[config.mk]
export PLATFORM = sky130hd
export DESIGN_NAME = matrix_multiply_engine_flat
export DESIGN_NICKNAME = d
export VERILOG_FILES = /design/src/hdl/mme_pkg.sv /design/src/hdl/mme_cmd_if.sv /design/src/hdl/mme_res_if.sv /design/src/hdl/mme_cfg_if.sv /design/src/hdl/matrix_multiply_engine.sv /design/src/flat_wrapper.sv
export SDC_FILE = /design/constraint.sdc
export NUM_CORES = 2
export LEC_CHECK = 0
export ABC_AREA = 1
export ABC_CLOCK_PERIOD_IN_PS = 6200
export BUFFER_PORTS_ARGS = -buffer_cell sky130_fd_sc_hd__buf_4
export CELL_PAD_IN_SITES_DETAIL_PLACEMENT = 0
export CELL_PAD_IN_SITES_GLOBAL_PLACEMENT = 1
export CORE_UTILIZATION = 50
export CTS_CLUSTER_SIZE = 20
export DETAILED_ROUTE_END_ITERATION = 6
export PLACE_DENSITY = 0.89
export SLEW_MARGIN = 20
export SYNTH_ARGS = -nofsm -noshare
export SYNTH_HDL_FRONTEND = slang
export SYNTH_SLANG_ARGS = --single-unit
[constraint.sdc]
create_clock -name clk -period 6.2 [get_ports clk]
set_clock_uncertainty 0.05 [all_clocks]
set_input_delay 1.55 -clock clk [delete_from_list [all_inputs] [get_ports clk]]
set_output_delay 1.55 -clock clk [all_outputs]
set_load 0.05 [all_outputs]
[src/hdl/mme_pkg.sv]
package mme_pkg;

  localparam int MAX_DIM      = 8;
  localparam int ELEM_WIDTH   = 16;

  localparam int CMD_W        = 2;
  localparam int IDX_FIELD_W  = 3;
  localparam int ELEM_FIELD_W = 16;
  localparam int SUM_W        = 35;
  localparam int DIM_REG_W    = 4;
  localparam int CFG_IDX_W    = 2;

  localparam int IDX_W  = (MAX_DIM > 1) ? $clog2(MAX_DIM) : 1;
  localparam int ADDR_W = (MAX_DIM > 1) ? $clog2(MAX_DIM * MAX_DIM) : 1;
  localparam int DEPTH  = MAX_DIM * MAX_DIM;
  localparam int PROD_W = 2 * ELEM_WIDTH;
  localparam int ACC_W  = PROD_W + $clog2(MAX_DIM);
  localparam int CMP_W  = (ACC_W > SUM_W) ? ACC_W : SUM_W;

  localparam int FIFO_DEPTH = 4;
  localparam int FIFO_PTR_W = $clog2(FIFO_DEPTH);
  localparam int FIFO_CNT_W = $clog2(FIFO_DEPTH + 1);

  localparam logic signed [CMP_W-1:0] SUM_MAX_C =
    {{(CMP_W - SUM_W + 1){1'b0}}, {(SUM_W - 1){1'b1}}};
  localparam logic signed [CMP_W-1:0] SUM_MIN_C = ~SUM_MAX_C;

  typedef enum logic [CMD_W-1:0] {
    CMD_LOAD_A = 2'd0,
    CMD_LOAD_B = 2'd1,
    CMD_START  = 2'd2
  } cmd_t;

  typedef enum logic [CFG_IDX_W-1:0] {
    REG_ROWS_A    = 2'd0,
    REG_INNER_DIM = 2'd1,
    REG_COLS_B    = 2'd2
  } cfg_reg_t;

  typedef struct packed {
    logic [IDX_FIELD_W-1:0] out_row;
    logic [IDX_FIELD_W-1:0] out_col;
    logic signed [SUM_W-1:0] product_sum;
    logic                    last;
  } result_t;

  // Control that travels alongside each multiply-accumulate step.
  typedef struct packed {
    logic [IDX_W-1:0] row;
    logic [IDX_W-1:0] col;
    logic             first;
    logic             last_k;
    logic             last_elem;
  } tag_t;

  // Index of the last step for a dimension register: zero acts as one,
  // anything above MAX_DIM acts as MAX_DIM.
  function automatic logic [IDX_W-1:0] dim_last(input logic [DIM_REG_W-1:0] r);
    logic [DIM_REG_W-1:0] d;
    d = r;
    if (d == '0) d = DIM_REG_W'(1);
    if (int'(d) > MAX_DIM) d = DIM_REG_W'(MAX_DIM);
    return IDX_W'(d - DIM_REG_W'(1));
  endfunction

  function automatic logic signed [SUM_W-1:0] sat_sum(input logic signed [ACC_W-1:0] v);
    logic signed [CMP_W-1:0] w;
    w = CMP_W'(v);
    if (w > SUM_MAX_C) w = SUM_MAX_C;
    if (w < SUM_MIN_C) w = SUM_MIN_C;
    return SUM_W'(w);
  endfunction

endpackage

[src/hdl/mme_cmd_if.sv]
interface mme_cmd_if import mme_pkg::*; ();
  logic                           valid;
  logic                           ready;
  logic [CMD_W-1:0]               command;
  logic [IDX_FIELD_W-1:0]         row_index;
  logic [IDX_FIELD_W-1:0]         col_index;
  logic signed [ELEM_FIELD_W-1:0] element;

  modport source (output valid, command, row_index, col_index, element, input ready);
  modport sink (input valid, command, row_index, col_index, element, output ready);
endinterface

[src/hdl/mme_res_if.sv]
interface mme_res_if import mme_pkg::*; ();
  logic                    valid;
  logic                    ready;
  logic [IDX_FIELD_W-1:0]  out_row;
  logic [IDX_FIELD_W-1:0]  out_col;
  logic signed [SUM_W-1:0] product_sum;
  logic                    last;

  modport source (output valid, out_row, out_col, product_sum, last, input ready);
  modport sink (input valid, out_row, out_col, product_sum, last, output ready);
endinterface

[src/hdl/mme_cfg_if.sv]
interface mme_cfg_if import mme_pkg::*; ();
  logic                 valid;
  logic                 ready;
  logic [CFG_IDX_W-1:0] index;
  logic [DIM_REG_W-1:0] data;

  modport source (output valid, index, data, input ready);
  modport sink (input valid, index, data, output ready);
endinterface

[src/hdl/matrix_multiply_engine.sv]
// Matrix multiply engine, C = A * B, with A and B held in two synchronous
// element memories of MAX_DIM*MAX_DIM entries, each with one write and one
// read port. A load command writes its element when it is accepted. A start
// command holds off the command channel while the sequencer walks i, j, k
// and issues one multiply-accumulate per cycle, while queue slots allow, from
// the two memory read ports; a step passes the memory read, product and
// accumulator registers before its result enters a four-entry output queue.
// The sequencer only opens a new dot product when a queue slot is reserved
// for it, so a slow consumer stretches the run. Memory contents are not
// cleared by reset: every element a start reads must have been loaded first.
module matrix_multiply_engine import mme_pkg::*; (
  input  logic       clk,
  input  logic       rst,
  mme_cmd_if.sink    cmd_ch,
  mme_cfg_if.sink    cfg_ch,
  mme_res_if.source  res_ch
);

  typedef enum logic [1:0] {
    S_IDLE = 2'b01,
    S_RUN  = 2'b10
  } state_t;

  state_t state;

  logic [DIM_REG_W-1:0] rows_a;
  logic [DIM_REG_W-1:0] inner_dim;
  logic [DIM_REG_W-1:0] cols_b;

  logic [IDX_W-1:0] i_cnt, j_cnt, k_cnt;
  logic [IDX_W-1:0] i_last, j_last, k_last;

  logic [ELEM_WIDTH-1:0] mem_a [DEPTH];
  logic [ELEM_WIDTH-1:0] mem_b [DEPTH];
  logic signed [ELEM_WIDTH-1:0] a_rd, b_rd;

  logic                cmd_beat;
  logic                load_ok;
  logic [ADDR_W-1:0]   wr_addr;
  logic [ELEM_WIDTH-1:0] wr_data;
  logic [ADDR_W-1:0]   rd_addr_a, rd_addr_b;

  logic                issue;
  logic                issue_last;
  tag_t                tag0;
  logic                v1, v2, push3;
  tag_t                tag1, tag2, tag3;
  logic signed [PROD_W-1:0] prod;
  logic signed [ACC_W-1:0]  acc;

  logic [FIFO_CNT_W-1:0] credits;
  logic [FIFO_CNT_W-1:0] fifo_cnt;
  logic [FIFO_PTR_W-1:0] wr_ptr, rd_ptr;
  result_t               fifo_mem [FIFO_DEPTH];
  result_t               head;
  logic                  pop;

  // ---------------------------------------------------------------- config
  assign cfg_ch.ready = 1'b1;

  always_ff @(posedge clk) begin
    if (rst) begin
      rows_a    <= DIM_REG_W'(8);
      inner_dim <= DIM_REG_W'(8);
      cols_b    <= DIM_REG_W'(8);
    end else if (cfg_ch.valid) begin
      case (cfg_ch.index)
        REG_ROWS_A:    rows_a    <= cfg_ch.data;
        REG_INNER_DIM: inner_dim <= cfg_ch.data;
        REG_COLS_B:    cols_b    <= cfg_ch.data;
        default: ;
      endcase
    end
  end

  assign i_last = dim_last(rows_a);
  assign j_last = dim_last(cols_b);
  assign k_last = dim_last(inner_dim);

  // --------------------------------------------------------------- command
  assign cmd_ch.ready = (state == S_IDLE);
  assign cmd_beat     = cmd_ch.valid && cmd_ch.ready;
  assign load_ok      = cmd_beat && (int'(cmd_ch.row_index) < MAX_DIM)
                        && (int'(cmd_ch.col_index) < MAX_DIM);
  assign wr_addr      = ADDR_W'(int'(cmd_ch.row_index) * MAX_DIM + int'(cmd_ch.col_index));
  assign wr_data      = ELEM_WIDTH'($unsigned(cmd_ch.element));

  // ------------------------------------------------------------- sequencer
  // A new dot product starts only with a reserved output queue slot, so the
  // pipeline behind the memories never has to stall.
  assign issue      = (state == S_RUN) && ((k_cnt != '0) || (int'(credits) < FIFO_DEPTH));
  assign issue_last = (k_cnt == k_last) && (j_cnt == j_last) && (i_cnt == i_last);

  assign rd_addr_a = ADDR_W'(int'(i_cnt) * MAX_DIM + int'(k_cnt));
  assign rd_addr_b = ADDR_W'(int'(k_cnt) * MAX_DIM + int'(j_cnt));

  assign tag0.row       = i_cnt;
  assign tag0.col       = j_cnt;
  assign tag0.first     = (k_cnt == '0);
  assign tag0.last_k    = (k_cnt == k_last);
  assign tag0.last_elem = (j_cnt == j_last) && (i_cnt == i_last);

  always_ff @(posedge clk) begin
    if (rst) begin
      state <= S_IDLE;
      i_cnt <= '0;
      j_cnt <= '0;
      k_cnt <= '0;
    end else begin
      case (state)
        S_IDLE: begin
          if (cmd_beat && cmd_ch.command == CMD_START) begin
            state <= S_RUN;
            i_cnt <= '0;
            j_cnt <= '0;
            k_cnt <= '0;
          end
        end
        S_RUN: begin
          if (issue) begin
            if (k_cnt != k_last) begin
              k_cnt <= k_cnt + IDX_W'(1);
            end else begin
              k_cnt <= '0;
              if (j_cnt != j_last) begin
                j_cnt <= j_cnt + IDX_W'(1);
              end else begin
                j_cnt <= '0;
                if (i_cnt != i_last) begin
                  i_cnt <= i_cnt + IDX_W'(1);
                end else begin
                  i_cnt <= '0;
                  state <= S_IDLE;
                end
              end
            end
          end
        end
        default: state <= S_IDLE;
      endcase
    end
  end

  // -------------------------------------------------------------- memories
  always_ff @(posedge clk) begin
    if (load_ok && cmd_ch.command == CMD_LOAD_A) begin
      mem_a[wr_addr] <= wr_data;
    end
    a_rd <= mem_a[rd_addr_a];
  end

  always_ff @(posedge clk) begin
    if (load_ok && cmd_ch.command == CMD_LOAD_B) begin
      mem_b[wr_addr] <= wr_data;
    end
    b_rd <= mem_b[rd_addr_b];
  end

  // -------------------------------------------------- multiply-accumulate
  always_ff @(posedge clk) begin
    if (rst) begin
      v1    <= 1'b0;
      v2    <= 1'b0;
      push3 <= 1'b0;
    end else begin
      v1    <= issue;
      v2    <= v1;
      push3 <= v2 && tag2.last_k;
    end
  end

  always_ff @(posedge clk) begin
    tag1 <= tag0;
    tag2 <= tag1;
    prod <= a_rd * b_rd;
    if (v2) begin
      tag3 <= tag2;
      acc  <= tag2.first ? ACC_W'(prod) : acc + ACC_W'(prod);
    end
  end

  // ---------------------------------------------------------- result queue
  assign pop  = res_ch.valid && res_ch.ready;
  assign head = fifo_mem[rd_ptr];

  always_ff @(posedge clk) begin
    if (rst) begin
      credits  <= '0;
      fifo_cnt <= '0;
      wr_ptr   <= '0;
      rd_ptr   <= '0;
    end else begin
      credits  <= credits + FIFO_CNT_W'(issue && tag0.first) - FIFO_CNT_W'(pop);
      fifo_cnt <= fifo_cnt + FIFO_CNT_W'(push3) - FIFO_CNT_W'(pop);
      if (push3) wr_ptr <= wr_ptr + FIFO_PTR_W'(1);
      if (pop)   rd_ptr <= rd_ptr + FIFO_PTR_W'(1);
    end
  end

  always_ff @(posedge clk) begin
    if (push3) begin
      fifo_mem[wr_ptr].out_row     <= IDX_FIELD_W'(tag3.row);
      fifo_mem[wr_ptr].out_col     <= IDX_FIELD_W'(tag3.col);
      fifo_mem[wr_ptr].product_sum <= sat_sum(acc);
      fifo_mem[wr_ptr].last        <= tag3.last_elem;
    end
  end

  assign res_ch.valid       = (fifo_cnt != '0);
  assign res_ch.out_row     = head.out_row;
  assign res_ch.out_col     = head.out_col;
  assign res_ch.product_sum = head.product_sum;
  assign res_ch.last        = head.last;

  // ------------------------------------------------------------ assertions
  a_credit_bound: assert property (@(posedge clk) disable iff (rst)
    int'(credits) <= FIFO_DEPTH)
    else $error("reserved queue slots exceed the queue depth");

  a_queue_reserved: assert property (@(posedge clk) disable iff (rst)
    fifo_cnt <= credits)
    else $error("queued results exceed reserved slots");

  a_no_overflow: assert property (@(posedge clk) disable iff (rst)
    push3 |-> (int'(fifo_cnt) < FIFO_DEPTH) || pop)
    else $error("result pushed into a full queue");

  a_run_ends: assert property (@(posedge clk) disable iff (rst)
    (issue && issue_last) |=> state == S_IDLE)
    else $error("sequencer did not return to idle after the final step");

  a_last_matches: assert property (@(posedge clk) disable iff (rst)
    (v2 && tag2.last_k && tag2.last_elem) |=> push3 && tag3.last_elem)
    else $error("final result of a run was not marked");

endmodule

[src/flat_wrapper.sv]
// flat-port wrapper written by rule: the top's interface ports become plain ports
module matrix_multiply_engine_flat import mme_pkg::*;
  (clk, rst, cmd_ch_valid, cmd_ch_command, cmd_ch_row_index, cmd_ch_col_index, cmd_ch_element, cmd_ch_ready, cfg_ch_valid, cfg_ch_index, cfg_ch_data, cfg_ch_ready, res_ch_valid, res_ch_out_row, res_ch_out_col, res_ch_product_sum, res_ch_last, res_ch_ready);
  mme_cmd_if cmd_ch_i ();
  mme_cfg_if cfg_ch_i ();
  mme_res_if res_ch_i ();
  input  logic clk;
  input  logic rst;
  input wire logic [$bits(cmd_ch_i.valid)-1:0] cmd_ch_valid;
  input wire logic [$bits(cmd_ch_i.command)-1:0] cmd_ch_command;
  input wire logic [$bits(cmd_ch_i.row_index)-1:0] cmd_ch_row_index;
  input wire logic [$bits(cmd_ch_i.col_index)-1:0] cmd_ch_col_index;
  input wire logic [$bits(cmd_ch_i.element)-1:0] cmd_ch_element;
  output wire logic [$bits(cmd_ch_i.ready)-1:0] cmd_ch_ready;
  input wire logic [$bits(cfg_ch_i.valid)-1:0] cfg_ch_valid;
  input wire logic [$bits(cfg_ch_i.index)-1:0] cfg_ch_index;
  input wire logic [$bits(cfg_ch_i.data)-1:0] cfg_ch_data;
  output wire logic [$bits(cfg_ch_i.ready)-1:0] cfg_ch_ready;
  output wire logic [$bits(res_ch_i.valid)-1:0] res_ch_valid;
  output wire logic [$bits(res_ch_i.out_row)-1:0] res_ch_out_row;
  output wire logic [$bits(res_ch_i.out_col)-1:0] res_ch_out_col;
  output wire logic [$bits(res_ch_i.product_sum)-1:0] res_ch_product_sum;
  output wire logic [$bits(res_ch_i.last)-1:0] res_ch_last;
  input wire logic [$bits(res_ch_i.ready)-1:0] res_ch_ready;
  assign cmd_ch_i.valid = cmd_ch_valid;
  assign cmd_ch_i.command = cmd_ch_command;
  assign cmd_ch_i.row_index = cmd_ch_row_index;
  assign cmd_ch_i.col_index = cmd_ch_col_index;
  assign cmd_ch_i.element = cmd_ch_element;
  assign cmd_ch_ready = cmd_ch_i.ready;
  assign cfg_ch_i.valid = cfg_ch_valid;
  assign cfg_ch_i.index = cfg_ch_index;
  assign cfg_ch_i.data = cfg_ch_data;
  assign cfg_ch_ready = cfg_ch_i.ready;
  assign res_ch_valid = res_ch_i.valid;
  assign res_ch_out_row = res_ch_i.out_row;
  assign res_ch_out_col = res_ch_i.out_col;
  assign res_ch_product_sum = res_ch_i.product_sum;
  assign res_ch_last = res_ch_i.last;
  assign res_ch_i.ready = res_ch_ready;
  matrix_multiply_engine u_core (.clk(clk), .rst(rst), .cmd_ch(cmd_ch_i), .cfg_ch(cfg_ch_i), .res_ch(res_ch_i));
endmodule
==> run summary <==
Outcome = complete, no violations
Detailed Place HPWL = 167 mm
Synthesis-to-finish area growth = 10.3%
Die span in y = 462 µm
Yosys warns = 0
VDD IR max = 1.57 mV
Core area = 210,000 µm²
Syn nets = 9,671
Largest net degree at the start of global routing = 205
Worst slack, placed = 0.487 ns
Routed Antenna Nets = 0
Multiplexer area fraction after synthesis = 0%
Yosys reg bits = 2,378
Placed inst area = 109,000 µm²
# DRC = 0
Worst hold path type = flip-flop to flip-flop
Leakage = 42.9 nW
Crit path cell chain = nand2_1 -> fa_1 -> inv_1 -> fa_1 -> fa_1 -> fa_1 -> fa_1 -> inv_1 -> fa_1 -> inv_1 -> ha_1 -> nand2_1 -> nor2_1 -> inv_1 -> nor2_1 -> nand4_1 -> nand3_1 -> xor2_1
Initial antenna violation count = 12
Max_slew headroom = 27.4%
Commonest non-fill, non-tap cell in the layout = edfxtp_1
Postcts setup bufs = 0
Chip Width = 462 µm
Clock buffer depth = 3
Routed WL per cell = 23.2 µm
IO Count = 80
Vias in the first global route = 69,000
Filler Cell Count = 17,000
GPL Wtd Cong = 0.917
DR iter-0 viols = 9,096
Wl on met1 = 110 mm
Final nets = 9,616
Final Hold Violating Endpoints = 0
Final worst-path setup slack = 0.372 ns
Met2 wire len = 133 mm
Gr usage total = 26.2%
Grt total ovfl = 0
Total negative slack = 0 ns
Worst setup SP type = flip-flop
Most frequent CP cell = fa_1
Cell count after synthesis = 9,240
First-pass GRT wire length = 421 mm
Sequential area share after synthesis = 66.4%
Most area-hungry cell type in the Yosys netlist = edfxtp_1
Synth top area share = 64.1%
Cts repair resizes = 0
Reg clk slew, reported paths = 0.06 ns
Post-Synth Simple-Gate Area = 12.7%
Worst-margin pin slew = 1.09 ns
Synthesized cell area = 106,000 µm²
WP data required = 6.92 ns
Final wirelength = 282 mm
Detail Route met3 WL = 27.9 mm
Total CTS buffers = 231
Design Area, Final = 117,000 µm²
FMAX = 172 MHz
Worst-skew pair later-pin latency = 0.89 ns
Complex-gate fraction of the synthesized area = 9.28%
CTS tree = done
# H-tree levels = 4
Worst path max stage delay = 0.78 ns
Endpoint type of the worst setup path = flip-flop
Worst hold path startpoint = u_core.tag1[7]
Largest family of logic cells by synthesized area = simple AND/OR/NAND/NOR gates
Critical Path Slowest Stage Cell = dfxtp_1
Setup violations, final = 0
Layout cells sized above 1 = 7.27%
Tmin final = 5.83 ns
Root buffer cell = clkbuf_16
Drt first pass iters = 7
Vias per Instance = 5.89
Clock sinks = 2,378
Worst Path Arrival = 6.55 ns
Synth cell types = 44
Fin crit share = 94.0%
Register Area = 70,200 µm²
Max_cap viols = 0
Critical path class = flip-flop to flip-flop
Row count = 168
I/O Buffers = 78
Mean Syn Cell Area = 11.4 µm²
Die area = 213,000 µm²
Final Max Slew Viols = 0
Unrepaired setup endpoints after global routing = false
Detailed-route via count = 71,800
PD cells = 537 nW/µm²
Hold-fix buffers at CTS = 0
Most frequent cells in the layout = 2,258 x edfxtp_1, 1,573 x nand2_1, 1,344 x nor2_1
CP max FO = 16
Crit path from = u_core.b_rd[10]
Starting density of the core = 50.4%
Post-Synth XOR/XNOR Area = 0.438%
FF-to-FF Start = u_core.b_rd[10]
Post-synthesis adder-cell area fraction = 6.57%
Area of the multi-input gates = 30,700 µm²
Uppermost layer routed = met5
Largest cells by area after synthesis = edfxtp_1 64%, nand2_1 5.6%, o21ai_0 5.3%, fa_1 5.0%, nor2_1 4.8%
==> sequential cells by signal, indices dropped and copies added, names as in the netlist, 7 cells and up, named ones only <==
register         cells
u_core.a_rd         16
u_core.acc          35
u_core.b_rd         16
u_core.fifo_mem    168
u_core.mem_a      1024
u_core.mem_b      1024
u_core.prod         32
u_core.tag1          9
u_core.tag2          9
u_core.tag3          7
==> metal layers <==
metal / track usage, % / up-vias
met3: 4.48 / 588
met1: 35.6 / 35400
met2: 41.9 / 3805
met4: 10.7 / 10
li1: - / 32000
met5: 0 / -
==> cells in the mapped netlist <==
master       n
a21o_1       3
a21oi_1    109
a21oi_2      1
a31oi_1      2
and3_1       2
buf_1       38
buf_2       98
buf_4       27
buf_6       15
buf_8        1
clkbuf_1   411
clkinv_1     2
conb_1       1
dfxtp_1    120
edfxtp_1  2258
fa_1       265
ha_1       131
inv_1      598
inv_2        3
inv_4        1
nand2_1   1574
nand2_2      2
nand2_4      1
nand2b_1     1
nand3_1    400
nand3_2      1
nand3b_1     9
nand4_1     17
nor2_1    1344
nor2_2       1
nor2_4       1
nor3_1      30
nor3_2       2
nor4_1       3
o211ai_1     4
o21ai_0   1122
o21ai_1     28
o21bai_1    10
o22ai_1    538
or2_2       13
or3_1        1
xnor2_1     20
xor2_1      31
xor2_2       1
==> per-stage QoR <==
step	hold WS, ns	cells	util, %	power [mW]
floorplan	0.260	9240	-	40.5
global placement	0.263	11800	52.0	49.1
detailed placement	0.263	11800	52.0	49.3
CTS	0.274	12200	55.6	63.0
global route	0.282	12200	55.6	67.5
finish	0.273	12200	55.6	62.7
==> worst max-delay path, delay by kind of cell (launching register included) <==
family        cells  cell delay [ns]
xor+xnor          1             0.16
buf+inv           4             0.22
simple gates      6             1.08
flops             1             0.78
fa+ha+maj         7             3.42
==> layout make-up <==
type                    instances  area share [%]
well taps                    2805            3.01
inverters                     604            1.98
clock buffers                 299            5.31
diodes                          3         0.00643
multi-input cells            5668            26.3
repair buffers                302            2.09
clock inverters               133            1.08
flip-flops and latches       2378            60.2
==> final timing paths <==
| kind | to | slack [ns] | cells after the start |
|---|---|---|---|
| worst max-delay path | u_core.prod[23] | 0.37 | 18 |
| worst max register to register | u_core.prod[23] | 0.37 | 18 |
| worst min-delay path | u_core.tag2[7] | 0.27 | 0 |
| worst min register to register | u_core.tag2[7] | 0.27 | 0 |
==> kinds of logic after synthesis <==
logic type	Yosys count
flip-flops	2378
other	1
XOR/XNOR	52
buffers and inverters	1194
AO/OA/AOI/OAI	1817
AND/OR/NAND/NOR	3402
adder cells (fa/ha/maj)	396
==> report_power, final <==
part           leakage [nW]  switching, mW  internal, mW
clock network          3.64           6.01          7.81
registers              21.3          0.317          18.2
logic                  18.0           19.6          10.8
(Power assumes the default switching activity.)
